File: src/hw/rtl/inr_pkg.sv
// shared types and constants for the index node router
// no dependencies; used by every module of the block
`default_nettype none
package inr_pkg;

    // item kinds
    localparam logic [1:0] KIND_LOOKUP   = 2'd0;
    localparam logic [1:0] KIND_APPEND   = 2'd1;
    localparam logic [1:0] KIND_SORT     = 2'd2;
    localparam logic [1:0] KIND_RESERVED = 2'd3;

    // route codes
    localparam logic [1:0] ROUTE_ENTRY    = 2'd0;
    localparam logic [1:0] ROUTE_LEFTMOST = 2'd1;
    localparam logic [1:0] ROUTE_SIBLING  = 2'd2;

    // status codes
    localparam logic [1:0] STATUS_DONE  = 2'd0;
    localparam logic [1:0] STATUS_EMPTY = 2'd1;
    localparam logic [1:0] STATUS_FULL  = 2'd2;

    // register indexes (byte address 4*index)
    localparam logic [2:0] REG_HIGH_KEY_VALID  = 3'd0;
    localparam logic [2:0] REG_HIGH_KEY        = 3'd1;
    localparam logic [2:0] REG_SIBLING_ID      = 3'd2;
    localparam logic [2:0] REG_LEFTMOST_ID     = 3'd3;
    localparam logic [2:0] REG_SPLIT_THRESHOLD = 3'd4;

    localparam int ADDR_W = 5;
    localparam logic [6:0] SPLIT_THRESHOLD_RESET = 7'd64;

    typedef struct packed {
        logic [1:0]         kind;
        logic signed [31:0] key;
        logic [31:0]        child_in;
    } in_item_t;

    typedef struct packed {
        logic [31:0]        child_out;
        logic [1:0]         route;
        logic [1:0]         status;
        logic [6:0]         entry_count;
        logic               split_needed;
        logic signed [31:0] split_key;
    } out_item_t;

    typedef struct packed {
        logic signed [31:0] key;
        logic [31:0]        child;
    } entry_t;

    typedef struct packed {
        logic lt0;
        logic lt1;
    } cmp_res_t;

    typedef enum logic [3:0] {
        ST_IDLE,
        ST_DISP,
        ST_LFIRST,
        ST_LSCAN,
        ST_SI,
        ST_SJ,
        ST_SPUT,
        ST_FIN,
        ST_OUT
    } state_t;

endpackage
`default_nettype wire

File: src/hw/rtl/inr_mem.sv
// pair table memory: one write port, one read port with registered data
// depends on inr_pkg for the entry type
`default_nettype none
module inr_mem #(
    parameter int DEPTH = 64,
    parameter int AW    = 6
) (
    input  wire logic            clk,
    input  wire logic            we,
    input  wire logic [AW-1:0]   waddr,
    input  wire inr_pkg::entry_t wdata,
    input  wire logic            re,
    input  wire logic [AW-1:0]   raddr,
    output inr_pkg::entry_t      rdata
);

    inr_pkg::entry_t mem [DEPTH];
    inr_pkg::entry_t rdata_reg;

    always_ff @(posedge clk)
    begin
        if (we)
        begin
            mem[waddr] <= wdata;
        end
        if (re)
        begin
            rdata_reg <= mem[raddr];
        end
    end

    assign rdata = rdata_reg;

endmodule
`default_nettype wire

File: config.mk
export PLATFORM = sky130hd
export DESIGN_NAME = inr_mem
export DESIGN_NICKNAME = d
export VERILOG_FILES = /design/src/hw/rtl/inr_pkg.sv /design/src/hw/rtl/inr_mem.sv
export SDC_FILE = /design/constraint.sdc
export NUM_CORES = 2
export LEC_CHECK = 0
export ABC_CLOCK_PERIOD_IN_PS = 16300
export CELL_PAD_IN_SITES_DETAIL_PLACEMENT = 1
export CELL_PAD_IN_SITES_GLOBAL_PLACEMENT = 1
export CORE_MARGIN = 4
export CORE_UTILIZATION = 28
export DETAILED_ROUTE_END_ITERATION = 6
export DONT_BUFFER_PORTS = 1
export MAX_ROUTING_LAYER = met4
export PLACE_DENSITY = 0.57
export SKIP_CTS_REPAIR_TIMING = 1
export SLEW_MARGIN = 30
export SYNTH_ARGS = -nofsm -noshare
export SYNTH_HDL_FRONTEND = slang
export SYNTH_SLANG_ARGS = --single-unit
File: constraint.sdc
create_clock -name clk -period 16.3 [get_ports clk]
set_input_delay 2.445 -clock clk [delete_from_list [all_inputs] [get_ports clk]]
set_output_delay 2.445 -clock clk [all_outputs]
set_load 0.03 [all_outputs]
==> impl_metrics.py <==
metrics = {
    "layout": {
        "fillers": 54806,
        "syn_to_final_growth_pct": 15.4,
        "utilization": 0.325,
        "largest_reg_flops": 4096,
        "final_cells": 14663,
        "drive_above_1_share": 0.266,
        "multi_input_area_um2": 30800,
        "seqCellArea_um2": 125000,
        "fin_nets": 6943,
    },
    "worst_hold_path": {
        "worst_hold_path_type": "reg2reg",
    },
    "pwr": {
        "pwr-share-clk": 0.427,
        "swShare": 0.211,
        "p_sw_uw": 4690,
        "combPwrFrac": 0.036,
        "power_density_nw_per_um2": 123,
        "p_int_uw": 17600,
        "ir_drop_uv": 99.0,
        "leakagePower_uw": 0.0547,
        "power_frac_seq": 0.537,
    },
    "route": {
        "routed_wl_um": 479000,
        "first_pass_iters": 5,
        "via_per_inst": 5.10,
        "vias": 74725,
        "drcViolationCount": 0,
        "antenna_left": 0,
        "drt_iter0_drc": 9524,
        "routedWlPerCell_um": 32.7,
    },
    "status": {
        "status": "complete, no violations",
    },
    "synth": {
        "yosys_warnings": 0,
        "synth_flop_cell": "edfxtp_1",
        "synth-edff-count": 4160,
        "syn_nets": 6677,
        "yosys.area.top_type": "edfxtp_1",
        "synth_area_leaders": "edfxtp_1, mux4_2, mux2i_1",
        "yosys.area_share.simple": 0.0123,
        "synthMuxAreaShare": 0.156,
        "synth_xor_area_frac": 0,
        "synth_top_family_by_area": "multiplexers",
        "synthCells": 6598,
        "syn-cell-area_um2": 157000,
        "ys_types": 32,
        "ys_top_cells_by_count": "edfxtp_1, mux4_2, buf_2, a22oi_1, clkbuf_1",
        "synth_seq_cells": 4160,
        "synth_most_common_cell": "edfxtp_1",
        "synth_compound_area_frac": 0.0247,
        "yosysTopAreaCellShare": 0.796,
        "synth.avg_cell_area_um2": 23.8,
        "synth_fa_ha_area_frac": 0,
        "yosysSeqAreaShare": 0.796,
        "async_reset_ff_frac": 0,
    },
    "floorplanning": {
        "start_util": 0.281,
        "die_x_um": 757,
        "die-height_um": 757,
        "ios": 143,
        "core-area_um2": 558000,
        "rows": 274,
        "die-area_um2": 573000,
    },
    "sta": {
        "clock_skew_ns": 0.0379,
        "setup_tns_ns": 0,
        "setup_viol": 0,
        "final.period_utilization": 0.364,
        "worst_slew_pin_slew_ns": 1.09,
        "holdWs_ns": 0.921,
        "rsz0062_at_grt": "no",
        "fin_crit_ns": 5.93,
        "setup_ws_ns": 10.37,
        "slew_violations": 0,
        "hold_viol": 0,
        "clock.fmax_ghz": 0.169,
        "slew_headroom": 0.273,
    },
    "grt": {
        "grt_pass1_wl_um": 658000,
        "grt_pass1_vias": 78158,
        "track_usage": 0.168,
        "use_met2": 0.272,
        "busiest_layer": "met2",
        "use_met3": 0.0275,
        "antenna_found_initial": 27,
        "met1_usage": 0.221,
        "grt_overflow": 0,
        "grt_max_degree": 126,
    },
    "cts": {
        "cts_root_buffer": "clkbuf_16",
        "clk_pin_slew_ns": 0.06,
        "clk-insertion-delay-late_ns": 0.96,
        "cts_max_level": 5,
        "clkSinkCount": 4160,
        "cts_made_buffers": 420,
        "clockBufferDepth": 4,
        "cts_tree": "yes",
    },
    "worst_setup_path": {
        "path_cells": "buf_16, buf_16, buf_16, buf_16, buf_16, buf_16, mux4_2, mux2i_1, nand2_1, a41oi_1, a211oi_1",
        "required_ns": 16.97,
        "cp_slowest_stage_delay_ns": 0.59,
        "cp_top_family": "buffers and inverters",
        "critPathArrivalTime_ns": 6.60,
        "endpoint_kind": "flop",
        "path_max_fanout": 81,
        "worstSetupStartpointType": "input pin",
        "cpMaxStageDelayCell": "a41oi_1",
        "crit_buf_inv": 6,
        "cp_common_cell": "buf_16",
        "path_class": "in2reg",
    },
    "placement": {
        "gp_congestion": 0.758,
        "dpl.cell_count": 13888,
        "dp_hpwl_um": 260000,
        "io_buffers": 0,
        "pre_cts_ws_ns": 9.14,
    },
    "flow_run": {
        "maxCapViolations": 0,
    },
}
==> routing by layer <==
metal  share of wire  routed length, um
met1            0.41             197000
met2            0.49             234000
met3           0.072              34400
met4           0.030              14400
met5               0                  0
==> power by group through the flow <==
stage	clock, uW	combinational (uW)	sequential, uW
finish	9500	802	12000
global route	10200	850	12000
CTS	9680	814	12000
detailed placement	0	813	12200
global placement	0	775	12200
floorplan	0	552	12100
==> cell usage in the layout (no fill, tap or decap), types with 24 or more instances in the layout <==
cell type	instances
a211oi_1	63
a22o_1	88
a22oi_1	168
a41oi_1	26
and3_1	64
buf_16	51
buf_4	150
bufinv_16	37
clkbuf_1	99
clkbuf_16	422
clkinv_1	89
clkinv_2	63
edfxtp_1	4160
mux2i_1	135
mux4_2	1024
nand2_1	55
nand3_1	45
nor2_1	47
nor2_4	65
nor2b_1	24
o221ai_1	38
o22ai_1	83
or2_2	28
or3_1	29
==> per-stage QoR <==
step,instance area (um2),power [uW]
after floorplan,157000,12700
after global placement,167000,13000
after detailed placement,168000,13000
after CTS,181000,22500
after global routing,181000,23000
final,181000,22300
==> cells by family after synthesis <==
group	count (synthesis)
flops	4160
mux	1159
compound gates	504
buf+inv	389
simple gates	386
==> layout make-up <==
class | instances | share of cell area
sequential | 4160 | 0.689
multi-input combinational | 2049 | 0.170
clock buffer | 521 | 0.0603
tap | 7452 | 0.0515
timing repair buffer | 214 | 0.0151
clock inverter | 233 | 0.0133
inverter | 19 | 0.000394
antenna | 15 | 0.000207
==> worst register-to-register path: cells and delay by family, from the launching register on <==
kind | cells | cell delay, ns
AO/OA/AOI/OAI | 2 | 0.78
flip-flops | 1 | 0.36
multiplexers | 2 | 0.80
AND/OR/NAND/NOR | 1 | 0.11
==> path summary, 6_finish.rpt <==
path,from,endpoint,slack (ns),cells past startpoint
worst min register to register,mem[6][61]$_DFFE_PP_,rdata[61]$_DFFE_PP_,0.92,4
worst max register to register,mem[47][35]$_DFFE_PP_,rdata[35]$_DFFE_PP_,13.92,5
worst max-delay path,raddr[0],rdata[13]$_DFFE_PP_,10.37,11
worst min-delay path,mem[6][61]$_DFFE_PP_,rdata[61]$_DFFE_PP_,0.92,4
No activity file was read; power rests on OpenSTA's default activity.
