### src/hw/rtl/inr_pkg.sv
// shared types and constants for the index node router
// no dependencies; used by every module of the block
`default_nettype none
package inr_pkg;

    // item kinds
    localparam logic [1:0] KIND_LOOKUP   = 2'd0;
    localparam logic [1:0] KIND_APPEND   = 2'd1;
    localparam logic [1:0] KIND_SORT     = 2'd2;
    localparam logic [1:0] KIND_RESERVED = 2'd3;

    // route codes
    localparam logic [1:0] ROUTE_ENTRY    = 2'd0;
    localparam logic [1:0] ROUTE_LEFTMOST = 2'd1;
    localparam logic [1:0] ROUTE_SIBLING  = 2'd2;

    // status codes
    localparam logic [1:0] STATUS_DONE  = 2'd0;
    localparam logic [1:0] STATUS_EMPTY = 2'd1;
    localparam logic [1:0] STATUS_FULL  = 2'd2;

    // register indexes (byte address 4*index)
    localparam logic [2:0] REG_HIGH_KEY_VALID  = 3'd0;
    localparam logic [2:0] REG_HIGH_KEY        = 3'd1;
    localparam logic [2:0] REG_SIBLING_ID      = 3'd2;
    localparam logic [2:0] REG_LEFTMOST_ID     = 3'd3;
    localparam logic [2:0] REG_SPLIT_THRESHOLD = 3'd4;

    localparam int ADDR_W = 5;
    localparam logic [6:0] SPLIT_THRESHOLD_RESET = 7'd64;

    typedef struct packed {
        logic [1:0]         kind;
        logic signed [31:0] key;
        logic [31:0]        child_in;
    } in_item_t;

    typedef struct packed {
        logic [31:0]        child_out;
        logic [1:0]         route;
        logic [1:0]         status;
        logic [6:0]         entry_count;
        logic               split_needed;
        logic signed [31:0] split_key;
    } out_item_t;

    typedef struct packed {
        logic signed [31:0] key;
        logic [31:0]        child;
    } entry_t;

    typedef struct packed {
        logic lt0;
        logic lt1;
    } cmp_res_t;

    typedef enum logic [3:0] {
        ST_IDLE,
        ST_DISP,
        ST_LFIRST,
        ST_LSCAN,
        ST_SI,
        ST_SJ,
        ST_SPUT,
        ST_FIN,
        ST_OUT
    } state_t;

endpackage
`default_nettype wire

### src/hw/rtl/inr_cmp.sv
// shared signed key compare unit, two less-than lanes
// depends on inr_pkg for the result struct
`default_nettype none
module inr_cmp (
    input  wire logic signed [31:0] a0,
    input  wire logic signed [31:0] b0,
    input  wire logic signed [31:0] a1,
    input  wire logic signed [31:0] b1,
    output inr_pkg::cmp_res_t       res
);

    assign res.lt0 = (a0 < b0);
    assign res.lt1 = (a1 < b1);

endmodule
`default_nettype wire

### config.mk
export PLATFORM = sky130hd
export DESIGN_NAME = inr_cmp
export DESIGN_NICKNAME = d
export VERILOG_FILES = /design/src/hw/rtl/inr_pkg.sv /design/src/hw/rtl/inr_cmp.sv
export SDC_FILE = /design/constraint.sdc
export NUM_CORES = 1
export LEC_CHECK = 0
export BUFFER_PORTS_ARGS = -buffer_cell sky130_fd_sc_hd__clkbuf_2
export CORE_MARGIN = 4
export CORE_UTILIZATION = 30
export DETAILED_ROUTE_END_ITERATION = 6
export GPL_TIMING_DRIVEN = 0
export PLACE_DENSITY = 0.77
export SLEW_MARGIN = 0
export SYNTH_ARGS = -nofsm -noshare
export SYNTH_HDL_FRONTEND = slang
export SYNTH_SLANG_ARGS = --single-unit
### constraint.sdc
create_clock -name vclk -period 1.55
set_input_delay 0.0775 -clock vclk [all_inputs]
set_output_delay 0.0775 -clock vclk [all_outputs]
set_load 0.05 [all_outputs]
==> results.toml, run 1 <==
[synth]
synthesis.area_sq_mm = 0.001582
synth.top_cell.area_share = 0.4905
synth_top_area_cell = "ha_1"
synth_cells = 220
syn-num-nets = 410
yosysWarnings = 0
ys_seq_area_frac = 0
yosysUniqueCellTypes = 27
avgSynthCellArea_sq_um = 7.189
netlist_top_cells_area = "ha_1 49%, inv_1 15%, a21oi_1 6.0%"

[layout]
num-clock-buffers = 0
final_util = 0.5617
syn2layout_area_growth_pct = 81.41
fillers = 468
final_common_cell = "clkbuf_2"
mostFrequentLayoutCells = "122 x clkbuf_2, 43 x inv_1, 38 x ha_1"
final_cells = 422
multi_input_area_sq_mm = 0.001773
drive_gt1_frac = 0.5625
seq_cell_count = 0
finish.net_count = 544
register_area_sq_um = 0
antenna_cells = 0

[timing]
tightestPinTransition_ns = 0.2857
hold_viol = 0
timing.final.crit_period_ns = 2.040
drv_slew = 0
setup_violations = 2
rsz0062_at_grt = "true"
timing.final.ws_setup_ns = -0.4898
relSlewSlack = 0.8069
finalCritPeriodShare = 1.316
fmax_ghz = 0.4902

[grt]
grt_overflow = 0
first_global_vias = 1973
grt_util_all_layers = 0.1334
grt_pass1_wl_mm = 7.272
grt_max_degree = 5
grt_antenna_before_repair = 0

[critical_path]
critPathLaunch = "a1[14]"
cp.required_ns = 1.47
cp_top_family = "simple AND/OR/NAND/NOR gates"
slowest_delay_ns = 0.49
critPathBufInv = 2
cp_max_fo = 3
startpoint_type = "input pin"
cp_cell_sequence = "clkbuf_2 > ha_4 > nand4_1 > nor2_2 > a22o_1 > or4_4 > a31oi_4 > mux2i_4 > buf_8"
crit_type = "input pin to primary output"
crit_slowest_cell = "or4_4"
end_kind = "primary output"
cp.arrival_ns = 1.96

[floorplan]
die_x_microns = 80.61
io_pins = 130
start_util = 0.3097
std_cell_rows = 26
dieHeight_microns = 80.61
die-area_sq_mm = 0.006497
design.core.area_sq_mm = 0.005107

[drt]
top_layer = "met3"
num_vias = 1957
vias_per_cell = 4.637
wl_met3_microns = 535
routed_wl_mm = 4.845
met1Wirelength_mm = 1.739
drt_iter0_markers = 17
wl_per_cell_microns = 11.48
routed-wl-met2_mm = 2.570
dr.pass1.iters = 4
final_antenna_net_count = 0
drc_errors = 0

[pwr]
ir_worst_vdd_v = 0.0001583
leakage_nw = 1.596
power.density_mw_per_mm2 = 265.3

[min_path]
hold_path_class = "input pin to primary output"
hold_end = "res[1]"
hold_depth = 4
worstHoldStart = "a0[31]"

[place]
globalplace.congestion = 0.6839
post-place-ws_ns = -0.7131
dp_cells = 420
portBuffers = 130
place_hpwl_mm = 4.533

[flow_run]
drv_cap = 0

[outcome]
violations = "setup timing"
status = "complete, but fails checks"

[cts]
cts_hold_buf = 0
cell usage after synthesis, drive strengths merged:
cell type / n
a2111oi: 1
a211o: 1
a211oi: 1
a21boi: 1
a21o: 5
a21oi: 19
a22o: 2
a311oi: 1
a31oi: 4
and3: 2
ha: 62
inv: 62
mux2i: 2
nand2: 12
nand2b: 4
nand3: 8
nand4: 11
nor2: 7
nor3: 1
nor4: 1
nor4b: 1
o21a: 1
o21ai: 8
o21bai: 1
or4: 1
or4b: 1
worst min-delay path, cell delays in order:
cell and delay, ns:
clkbuf_2 0.08, ha_1 0.19, mux2i_4 0.10, buf_8 0.15
through the flow:
step	total power, mW	area, sq um	hold slack [ns]	TNS, ns
6_report	0.7612	2869	0.6743	-0.7334
3_3_place_gp	0.6643	2675	0.7476	-1.084
2_1_floorplan	0.4164	1937	0.4843	-0.4905
5_1_grt	0.8595	2869	0.7192	-0.8601
3_5_place_dp	0.6904	2675	0.7551	-1.117
4_1_cts	0.7270	2764	0.6945	-0.7937
kinds of logic after synthesis:
logic type | after synthesis | synth area share
compound gates | 45 | 0.1836
fa+ha+maj | 62 | 0.4905
buf+inv | 62 | 0.1471
mux | 2 | 0.01266
simple gates | 49 | 0.1661
layout make-up:
class / instances / share of cell area
multi-input combinational: 158 / 0.6180
timing repair buffer: 132 / 0.2564
tap: 70 / 0.03053
inverter: 62 / 0.09507
worst max-delay path by stage:
stage / endpoint / depth (start not counted) / slack (ns)
after floorplan: res[0] / 8 / -0.37
after global placement: res[0] / 10 / -0.71
after detailed placement: res[0] / 10 / -0.71
after CTS: res[0] / 9 / -0.52
after global routing: res[0] / 9 / -0.57
final: res[0] / 9 / -0.49
per-layer routing:
metal	GRT usage	vias to the layer above
met1	0.1293	847
met3	0.02466	0
met2	0.2939	84
li1	-	1026
met4	0.005068	0
met5	0	-
timing repair:
item | CTS | global route
pin swaps | 10 | 15
gates resized for setup | 13 | 22
endpoints found under the setup margin | 2 | 2
setup buffers | 1 | 1
report_power, final:
group | switching, mW | internal, mW
Combinational | 0.350 | 0.411
Sequential | 0 | 0
Clock | 0 | 0
Power figures use the tool's default switching activity.
==> run 2: changes to the inputs <==
--- a/config.mk
+++ b/config.mk
@@ -6,11 +6,13 @@
 export NUM_CORES = 1
 export LEC_CHECK = 0
 export BUFFER_PORTS_ARGS = -buffer_cell sky130_fd_sc_hd__clkbuf_2
+export CAP_MARGIN = 25
 export CORE_MARGIN = 4
 export CORE_UTILIZATION = 30
 export DETAILED_ROUTE_END_ITERATION = 6
 export GPL_TIMING_DRIVEN = 0
 export PLACE_DENSITY = 0.77
+export SKIP_LAST_GASP = 1
 export SLEW_MARGIN = 0
 export SYNTH_ARGS = -nofsm -noshare
 export SYNTH_HDL_FRONTEND = slang
==> run 2 against run 1 <==
The flow still finishes with violations (setup timing). Critical path depth increased by 1. First-iteration DRC count is 5.9% higher. Combinational power is 0.9% lower. Power down 0.92%. Non-clock buffer count unchanged. Via count is 0.26% lower. Utilization decreased by 0.39 points. Hold slack did not move. Global-route usage is essentially flat. Count of clock-buffer cells in the layout is the same. Cell count unchanged. Routed wire length is 0.60% lower. Critical path type unchanged. Critical endpoint unchanged. Largest power group unchanged.
==> results.toml, run 2 (same netlist as run 1, synthesis figures left out) <==
[outcome]
status = "complete, but fails checks"
violations = "setup timing"

[pwr]
power.density_mw_per_mm2 = 264.7
leakage_nw = 1.583
power_mw = 0.7542
ir_worst_vdd_v = 0.0001532

[timing]
finalCritPeriodShare = 1.318
tightestPinTransition_ns = 0.4062
drv_slew = 0
fmax_ghz = 0.4896
setup_violations = 2
timing.final.crit_period_ns = 2.042
relSlewSlack = 0.7270
hold_viol = 0
timing.final.ws_setup_ns = -0.4923
rsz0062_at_grt = "true"

[place]
post-place-ws_ns = -0.7131
globalplace.congestion = 0.6839
placed_cell_area_sq_mm = 0.002675
portBuffers = 130
place_hpwl_mm = 4.533

[layout]
drive_gt1_frac = 0.5625
final_common_cell = "clkbuf_2"
syn2layout_area_growth_pct = 80.14
mostFrequentLayoutCells = "122 x clkbuf_2, 43 x inv_1, 38 x ha_1"
register_area_sq_um = 0
final_area_sq_mm = 0.002849
finish.net_count = 544
num-clock-buffers = 0
antenna_cells = 0
seq_cell_count = 0

[floorplan]
design.core.area_sq_mm = 0.005107
die-area_sq_mm = 0.006497
io_pins = 130
dieHeight_microns = 80.61
die_x_microns = 80.61
std_cell_rows = 26
start_util = 0.3097

[grt]
grt_max_degree = 5
first_global_vias = 1965
grt_antenna_before_repair = 0
grt_pass1_wl_mm = 7.245
grt.busiest_layer = "met2"
grt_use_met1 = 0.1293
grt_overflow = 0
met3_usage = 0.02466
grt_util_all_layers = 0.1329
use_met2 = 0.2922

[critical_path]
slowest_delay_ns = 0.49
cp.required_ns = 1.47
cp_cell_sequence = "clkbuf_8 > inv_8 > ha_4 > nand4_1 > nor2_2 > a22o_1 > or4_4 > a31oi_4 > mux2i_4 > buf_8"
crit_type = "input pin to primary output"
critPathLaunch = "b1[13]"
startpoint_type = "input pin"
crit_slowest_cell = "or4_4"
cp_max_fo = 2
end_kind = "primary output"
cp.arrival_ns = 1.96

[drt]
drc_errors = 0
drt_iter0_markers = 18
num_vias = 1952
routed_wl_mm = 4.816
final_antenna_net_count = 0
dr.pass1.iters = 4
wl_per_cell_microns = 11.41
vias_per_cell = 4.626

[min_path]
hold_path_class = "input pin to primary output"
worstHoldStart = "a0[31]"

[flow_run]
drv_cap = 0

[cts]
cts_hold_buf = 0
run 2: cell counts in the layout (fill, tap and decap cells not counted):
No cell type changed its count.
run 2: what timing repair did:
| action | in CTS | in global routing |
|---|---|---|
| pin swaps | 9 | 15 |
| setup endpoints to repair | 2 | 2 |
| buffers inserted | 1 | 1 |
| resized for setup | 12 | 21 |
run 2: cell type report:
type / instances / area, sq um
Multi-Input combinational cell: 158 / 1764
Tap cell: 70 / 87.58
Fill cell: 471 / 2258
Inverter: 62 / 272.8
Timing Repair Buffer: 132 / 724.4
run 2: worst paths after layout:
| kind | endpoint | slack, ns | depth (start not counted) |
|---|---|---|---|
| worst max-delay path | res[0] | -0.49 | 10 |
| worst min-delay path | res[1] | 0.67 | 4 |
run 2: through the flow:
stage / hold WS, ns / utilization / std cells / TNS, ns
after floorplan: 0.4843 / - / 220 / -0.4905
after global placement: 0.7476 / 0.5238 / 420 / -1.084
after detailed placement: 0.7551 / 0.5238 / 420 / -1.117
after CTS: 0.6945 / 0.5390 / 421 / -0.8011
after global routing: 0.7192 / 0.5578 / 422 / -0.8655
final: 0.6743 / 0.5578 / 422 / -0.7358
run 2: worst max-delay path, delay by kind of cell:
family,cells,cell delay [ns]
simple gates,3,0.66
compound gates,2,0.43
buf+inv,3,0.31
mux,1,0.26
fa+ha+maj,1,0.22
run 2: power breakdown:
| part | total (mW) | internal (mW) | switching [mW] |
|---|---|---|---|
| Combinational | 0.754 | 0.408 | 0.346 |
| Sequential | 0 | 0 | 0 |
| Clock | 0 | 0 | 0 |
run 2: routing by layer:
layer  routed length (microns)  vias to the layer above
li1                          -                     1026
met1                      1744                      842
met2                      2536                       84
met3                       535                        0
met4                         0                        0
met5                         0                        -
==> run 3: changes to the inputs <==
--- a/config.mk
+++ b/config.mk
@@ -5,13 +5,14 @@
 export SDC_FILE = /design/constraint.sdc
 export NUM_CORES = 1
 export LEC_CHECK = 0
+export ABC_AREA = 1
 export BUFFER_PORTS_ARGS = -buffer_cell sky130_fd_sc_hd__clkbuf_2
 export CAP_MARGIN = 25
 export CORE_MARGIN = 4
 export CORE_UTILIZATION = 30
 export DETAILED_ROUTE_END_ITERATION = 6
 export GPL_TIMING_DRIVEN = 0
-export PLACE_DENSITY = 0.77
+export PLACE_DENSITY = 0.76
 export SKIP_LAST_GASP = 1
 export SLEW_MARGIN = 0
 export SYNTH_ARGS = -nofsm -noshare
==> run 3 against run 2 <==
The flow now finishes without violations. Synthesized cell count is 21% higher. Via count is 3.9% higher. Fmax is 40% higher. Utilization is 6.6 points lower. Critical path depth is 3 higher. Synthesized area is 4.5% higher. Routed wire length is 4.0% lower. Combinational power is 13% lower. Sequential cell count stayed put. Largest power group unchanged.
==> results.toml, run 3 <==
[outcome]
status = "complete, no violations"

[min_path]
hold_depth = 6
hold_end = "res[0]"
worstHoldStart = "a1[31]"
hold_path_class = "input pin to primary output"

[synth]
ys_seq_area_frac = 0
post-synth-top-count-cell = "inv_1"
synth_cells = 267
synthTopCellsByCount = "81 x inv_1, 62 x ha_1, 56 x nand2_1, 31 x a21oi_1, 7 x nor2_1"
synthesis.area_sq_mm = 0.001653
yosysWarnings = 0
yosysUniqueCellTypes = 18
netlist_top_cells_area = "ha_1 47%, inv_1 18%, nand2_1 13%"
syn-num-nets = 457
synth.top_cell.area_share = 0.4693
synth_top_area_cell = "ha_1"
avgSynthCellArea_sq_um = 6.190

[critical_path]
startpoint_type = "input pin"
cp_max_fo = 2
crit_slowest_cell = "ha_1"
cp.arrival_ns = 1.38
end_kind = "primary output"
cp.required_ns = 1.47
cp_cell_sequence = "clkbuf_2 > inv_1 > ha_1 > a21oi_1 > nor2_1 > nor3_1 > nand2_1 > nand2_1 > nand2_1 > nand2_1 > nand3_1 > nand2_1 > buf_6"
worst_path_most_repeated_cell = "nand2_1"
crit_type = "input pin to primary output"
slowest_delay_ns = 0.28

[grt]
grt_overflow = 0
grt_pass1_wl_mm = 7.162
grt_max_degree = 6
grt_antenna_before_repair = 0
first_global_vias = 2011
grt_util_all_layers = 0.1249

[pwr]
power.density_mw_per_mm2 = 255.4
swShare = 0.4967
clockPowerShare = 0
pwr-share-comb = 1.000
p_seq_frac = 0
ir_worst_vdd_v = 0.0001230
p_int_mw = 0.3312
p_sw_mw = 0.3268
leakage_nw = 1.723

[place]
place_hpwl_mm = 4.352
portBuffers = 130
globalplace.congestion = 0.8160

[drt]
drt_iter0_markers = 15
wl_met3_microns = 336
num_vias = 2029
met1Wirelength_mm = 1.644
routed-wl-met2_mm = 2.624
drc_errors = 0
dr.pass1.iters = 2
routed_wl_mm = 4.621
top_layer = "met4"
vias_per_cell = 4.345
wl_per_cell_microns = 9.895
final_antenna_net_count = 0

[layout]
drive_gt1_frac = 0.4106
finish.net_count = 589
fillers = 540
final_common_cell = "clkbuf_2"
multi_input_area_sq_mm = 0.001521
syn2layout_area_growth_pct = 55.87
register_area_sq_um = 0
seq_cell_count = 0
antenna_cells = 0
mostFrequentLayoutCells = "128 x clkbuf_2, 79 x inv_1, 53 x nand2_1, 53 x ha_1, 23 x a21oi_1"
num-clock-buffers = 0

[timing]
tightestPinTransition_ns = 0.2438
finalCritPeriodShare = 0.9412
holdWs_ns = 0.7090
timing.final.crit_period_ns = 1.459
drv_slew = 0
setup_violations = 0
fmax_ghz = 0.6855
setup_tns_ns = 0
hold_viol = 0
relSlewSlack = 0.8358

[cts]
cts_hold_buf = 0

[floorplan]
dieHeight_microns = 82.23
die_x_microns = 82.23
std_cell_rows = 26
start_util = 0.3156
design.core.area_sq_mm = 0.005238
die-area_sq_mm = 0.006761
io_pins = 130

[flow_run]
drv_cap = 0
run 3: critical path: cells and delay by family:
family                     cells  cell delay (ns)
buffers and inverters          3             0.27
and+or+nand+nor                8             0.58
AOI/OAI and AO/OA              1             0.16
adders and majority gates      1             0.28
run 3: area by class of cell:
| cell class | instances | share of cell area |
|---|---|---|
| inverters | 81 | 0.1180 |
| multi-input cells | 186 | 0.5906 |
| well taps | 70 | 0.03400 |
| repair buffers | 130 | 0.2574 |
run 3: worst max path at each step:
stage / start / to / cells past startpoint
2_1_floorplan: b0[31] / res[1] / 10
3_3_place_gp: b0[31] / res[1] / 12
3_5_place_dp: b0[31] / res[1] / 12
4_1_cts: b0[31] / res[1] / 12
5_1_grt: b1[15] / res[0] / 14
6_report: b0[5] / res[1] / 13
run 3: per-layer routing:
metal,vias to the layer above,GRT usage
met4,0,0.008306
met3,2,0.01518
met5,-,0
met2,62,0.2716
li1,1109,-
met1,856,0.1271
run 3: timing repair:
item | in CTS | in global routing
setup endpoints to repair | 2 | 2
setup buffers | 0 | 0
pin swaps | 0 | 8
gates resized for setup | 2 | 33
run 3: power groups by stage:
stage | clock network, mW | registers (mW) | logic [mW]
final | 0 | 0 | 0.658
after global routing | 0 | 0 | 0.767
after CTS | 0 | 0 | 0.596
after detailed placement | 0 | 0 | 0.587
after global placement | 0 | 0 | 0.562
after floorplan | 0 | 0 | 0.344
run 3: kinds of logic (layout without fill, tap and decap cells):
group | Yosys count | in the layout | share of synthesized area
buf+inv | 81 | 211 | 0.1840
simple gates | 79 | 79 | 0.2014
fa+ha+maj | 62 | 62 | 0.4693
compound gates | 45 | 45 | 0.1454
run 3: per-stage QoR:
step	total power [mW]	area [sq um]	cells	setup slack (ns)	utilization
after floorplan	0.3442	1653	267	0.1642	-
after global placement	0.5624	2391	467	-0.02111	0.4565
after detailed placement	0.5866	2391	467	-0.04050	0.4565
after CTS	0.5959	2396	467	0.002009	0.4575
after global routing	0.7669	2576	467	-0.04497	0.4919
final	0.6581	2576	467	0.09120	0.4919
